==> config.mk <==
export PLATFORM = sky130hd
export DESIGN_NAME = ple_cell
export DESIGN_NICKNAME = d
export VERILOG_FILES = /design/src/rtl/core/positional_list_engine_assert.svh /design/src/rtl/core/ple_pkg.sv /design/src/rtl/core/ple_cell.sv
export SDC_FILE = /design/constraint.sdc
export NUM_CORES = 1
export LEC_CHECK = 0
export BUFFER_PORTS_ARGS = -buffer_cell sky130_fd_sc_hd__buf_2
export CAP_MARGIN = 25
export CORE_MARGIN = 1.5
export CORE_UTILIZATION = 43
export CTS_CLUSTER_SIZE = 25
export DETAILED_ROUTE_END_ITERATION = 16
export PLACE_DENSITY_LB_ADDON = 0.15
export SLEW_MARGIN = 20
export SYNTH_ARGS = -nofsm -noshare
export SYNTH_HDL_FRONTEND = slang
export SYNTH_SLANG_ARGS = --single-unit
==> constraint.sdc <==
create_clock -name i_clk -period 8.6 [get_ports i_clk]
set_input_delay 0 -clock i_clk [delete_from_list [all_inputs] [get_ports i_clk]]
set_output_delay 0 -clock i_clk [all_outputs]
set_load 0.03 [all_outputs]
==> src/rtl/core/positional_list_engine_assert.svh <==
// ----------------------------------------------------------------------------
// Positional list engine assertion macros
// Clocked property checks, disabled while the active-low reset is asserted.
// ----------------------------------------------------------------------------
`ifndef POSITIONAL_LIST_ENGINE_ASSERT_SVH
`define POSITIONAL_LIST_ENGINE_ASSERT_SVH
`ifndef SYNTH
// Property that must hold at every clock edge outside reset.
`define PLE_ASSERT(label, clk, rst_n, prop, msg) \
    label: assert property (@(posedge clk) disable iff (!rst_n) (prop)) else $error(msg);
// A trigger in one cycle demands an outcome in the next cycle.
`define PLE_ASSERT_NEXT(label, clk, rst_n, trig, outcome, msg) \
    label: assert property (@(posedge clk) disable iff (!rst_n) (trig) |=> (outcome)) \
        else $error(msg);
`else
`define PLE_ASSERT(label, clk, rst_n, prop, msg)
`define PLE_ASSERT_NEXT(label, clk, rst_n, trig, outcome, msg)
`endif
`endif

==> src/rtl/core/ple_pkg.sv <==
// ----------------------------------------------------------------------------
// Positional list engine package
// Command and result payload types, codes and the per-cell control bundle.
// ----------------------------------------------------------------------------
package ple_pkg;

    // Command codes.
    localparam logic [1:0] CMD_READ   = 2'd0;
    localparam logic [1:0] CMD_INSERT = 2'd1;
    localparam logic [1:0] CMD_DELETE = 2'd2;

    // Status codes.
    localparam logic [1:0] ST_OK    = 2'd0;
    localparam logic [1:0] ST_RANGE = 2'd1;
    localparam logic [1:0] ST_FULL  = 2'd2;

    typedef logic signed [31:0] t_word;

    // One command transfer.
    typedef struct packed {
        logic [1:0] cmd;
        logic [7:0] position;
        t_word      value;
    } t_item;

    // One result transfer.
    typedef struct packed {
        logic [1:0] status;
        t_word      read_value;
        logic [7:0] list_length;
    } t_result;

    // Control broadcast from the sequencer to every cell.
    typedef struct packed {
        logic       shift_up;
        logic       shift_down;
        logic       read_sel;
        logic [7:0] pos;
        t_word      value;
    } t_cell_ctrl;

endpackage

==> src/rtl/core/ple_cell.sv <==
// ----------------------------------------------------------------------------
// Positional list engine cell
// Holds one list entry and one stage of the read bus. Shifts its entry
// to or from its neighbors on insert and delete.
// ----------------------------------------------------------------------------
module ple_cell #(
    parameter int INDEX_W = 7,
    parameter int INDEX   = 0
) (
    input  logic                i_clk,
    input  ple_pkg::t_cell_ctrl i_ctrl,
    input  ple_pkg::t_word      i_lower,
    input  ple_pkg::t_word      i_upper,
    input  ple_pkg::t_word      i_rb,
    output ple_pkg::t_word      o_word,
    output ple_pkg::t_word      o_rb
);
    import ple_pkg::*;

    localparam int CW = (INDEX_W > 8) ? INDEX_W : 8;
    localparam logic [CW-1:0] K = CW'(INDEX);

    logic [CW-1:0] w_pos;
    logic          w_at_pos;
    logic          w_above;
    t_word         r_word;
    t_word         n_word;
    t_word         r_rb;
    t_word         n_rb;

    // Compare this cell's place against the zero-based target position.
    assign w_pos    = CW'(i_ctrl.pos);
    assign w_at_pos = (K == w_pos);
    assign w_above  = (K > w_pos);

    // Entry update: insert moves entries up, delete moves them down.
    always_comb begin
        n_word = r_word;
        if (i_ctrl.shift_up) begin
            if (w_at_pos) begin
                n_word = i_ctrl.value;
            end else if (w_above) begin
                n_word = i_lower;
            end
        end else if (i_ctrl.shift_down) begin
            if (w_at_pos || w_above) begin
                n_word = i_upper;
            end
        end
    end

    // Read bus stage: the selected cell injects its entry, others pass along.
    assign n_rb = (i_ctrl.read_sel && w_at_pos) ? r_word : i_rb;

    always_ff @(posedge i_clk) begin
        r_word <= n_word;
        r_rb   <= n_rb;
    end

    assign o_word = r_word;
    assign o_rb   = r_rb;

endmodule
==> results.json <==
{
  "status": "complete, no violations",
  "io_buffers": 203,
  "dp_hpwl_um": 5500,
  "rsz0062_at_grt": "false",
  "cts.sinks": 64,
  "num_vias": 2811,
  "clk_pin_slew_worst_paths_ns": 0.07,
  "rr_worst_depth": 1,
  "max_freq_mhz": 451,
  "leakage_nw": 1.92,
  "drt-total-wl_um": 7990,
  "maxSlewHeadroom_pct": 33.5,
  "skew_ns": 0.00638,
  "critPathKind": "input port to flop",
  "first_pass_iters": 4,
  "syn_to_final_growth_pct": 57.8,
  "power.density_nw_per_um2": 157,
  "pin_count": 204,
  "yosysSeqAreaShare_pct": 58.0,
  "multiInputGateArea_um2": 1090,
  "fill_cells": 500,
  "seqCellArea_um2": 1600,
  "cp-end-kind": "flop",
  "placed_area_um2": 3830,
  "holdCritStartpoint": "i_upper[13]",
  "netlist_area_um2": 2760,
  "layout.nets": 621,
  "worstMarginPinSlew_ns": 0.998,
  "avgSynthCellArea_um2": 10.9,
  "clockBufferDepth": 2,
  "syn-num-nets": 393,
  "wl_per_cell_um": 14.2,
  "routabilityCongestion": 0.843,
  "report.final.slew_viol_count": 0,
  "fp.dieW_um": 83.1,
  "whs_path_depth": 3,
  "synth_seq_cells": 64,
  "grt_pass1_vias": 2594,
  "period_minus_slack_ns": 2.22,
  "clock_latency_ns": 0.32,
  "drc": 0,
  "rows": 29,
  "cts_tree": "done",
  "hold_violations": 0,
  "htree_num_levels": 3,
  "setup_tns_ns": 0,
  "drive_gt1_share_pct": 47.1,
  "startpoint": "i_ctrl[39]",
  "root_buffer": "clkbuf_8",
  "min_period_over_period_pct": 25.8,
  "drt_iter0_drc": 127,
  "viasPerCell": 4.99,
  "max-cap-violations": 0,
  "setup_viol": 0,
  "initial_core_util_pct": 44.0,
  "min_path_type": "input port to flop",
  "setup_ws_ns": 6.38,
  "core_um2": 6280,
  "postCtsSetupRepairBufs": 0,
  "grt_pass1_wl_um": 12200,
  "cts_buffers": 9,
  "cts_resized": 0,
  "antenna_left": 0,
  "synth.distinct_cells": 14,
  "syn_inst": 253,
  "cp_max_fo": 33,
  "design_area_um2": 4350,
  "cp_data_arrival_time_ns": 2.23,
  "grt_max_degree": 66,
  "r2r_start": "o_word[23]",
  "post-place-ws_ns": 5.72,
  "die_h_um": 83.1,
  "antenna_cells": 0,
  "grt_usage_pct": 22.3,
  "design.die.area_um2": 6910,
  "overflow": 0,
  "vdd_drop_max_v": 0.000112,
  "cp-start-kind": "input port",
  "antenna_found_initial": 0,
  "ys_warn_count": 0,
  "cp.required_ns": 8.61
}
==> final timing paths <==
kind / endpoint / slack, ns
max: o_word[18] / 6.38
min: o_word[13] / 0.02
max reg2reg: o_rb[23] / 7.76
min reg2reg: o_rb[18] / 0.47
==> layout by cell type (no fill, tap or decap), types with 2 or more instances in the layout <==
cell / n
dlygate4sd3_1: 32
o21ai_1: 7
or4_1: 2
a31oi_1: 32
mux2_2: 2
o21ai_0: 25
buf_2: 203
clkinvlp_4: 2
nand3_1: 32
mux2_1: 30
buf_4: 4
clkinv_2: 2
nor2_1: 33
nor4_4: 2
clkbuf_8: 11
edfxtp_1: 32
dfxtp_1: 32
==> synth_stat cells <==
cell	number	area share [%]
mux2_2	2	0.82
mux2_1	30	12
o21ai_0	25	4.5
buf_2	3	0.54
o21ai_1	7	1.3
nor2_1	33	4.5
edfxtp_1	32	35
nand3_1	33	6.0
nor3_1	1	0.18
a31oi_1	32	7.3
dfxtp_1	32	23
clkbuf_1	19	2.6
nor4_4	2	1.5
or4_1	2	0.54
==> area by class of cell <==
class	count	area share (%)
clock buffers	12	4.05
clock inverters	4	0.575
multi-input cells	167	25.0
flip-flops and latches	64	36.8
well taps	77	2.21
repair buffers	239	31.4
==> power by group <==
part | switching, mW | total (mW) | internal, mW
Clock | 0.114 | 0.251 | 0.137
Combinational | 0.0501 | 0.100 | 0.0499
Sequential | 0.00201 | 0.331 | 0.329
==> critical path, stage by stage <==
cell    delay, ns
buf_2        0.12
or4_1        0.98
nor3_4       0.74
buf_4        0.38
==> sequential cells by signal, indices dropped and copies added (netlist names) <==
register,cells
o_word,32
o_rb,32
==> logic make-up (layout without fill, tap and decap cells) <==
logic type | count (synthesis) | after routing | share of synthesized area (%)
compound gates | 64 | 64 | 13.1
buf+inv | 22 | 255 | 3.13
flops | 64 | 64 | 58.0
mux | 32 | 32 | 13.1
simple gates | 71 | 71 | 12.7
==> layer usage <==
layer | GRT usage [%] | vias up | part of all wire [%]
met5 | 0 | - | 0
met4 | 7.27 | 0 | 1.3
met3 | 6.06 | 10 | 6.9
met2 | 40.7 | 147 | 52
met1 | 25.0 | 1247 | 39
li1 | - | 1407 | -
==> timing repair <==
action,4_1_cts,5_1_grt
hold buffers,32,0
endpoints found under the setup margin,0,0
endpoints found under the hold margin,32,0
==> stage by stage <==
step	total power [mW]	utilization, %	hold slack, ns	std cells
after CTS	0.690	69.3	0.00618	563
after detailed placement	0.426	61.0	0.213	515
final	0.682	69.4	0.0219	563
after floorplan	0.382	-	0.128	253
after global routing	0.711	69.4	0.00428	563
after global placement	0.425	61.0	0.209	515
(Power assumes the default switching activity.)
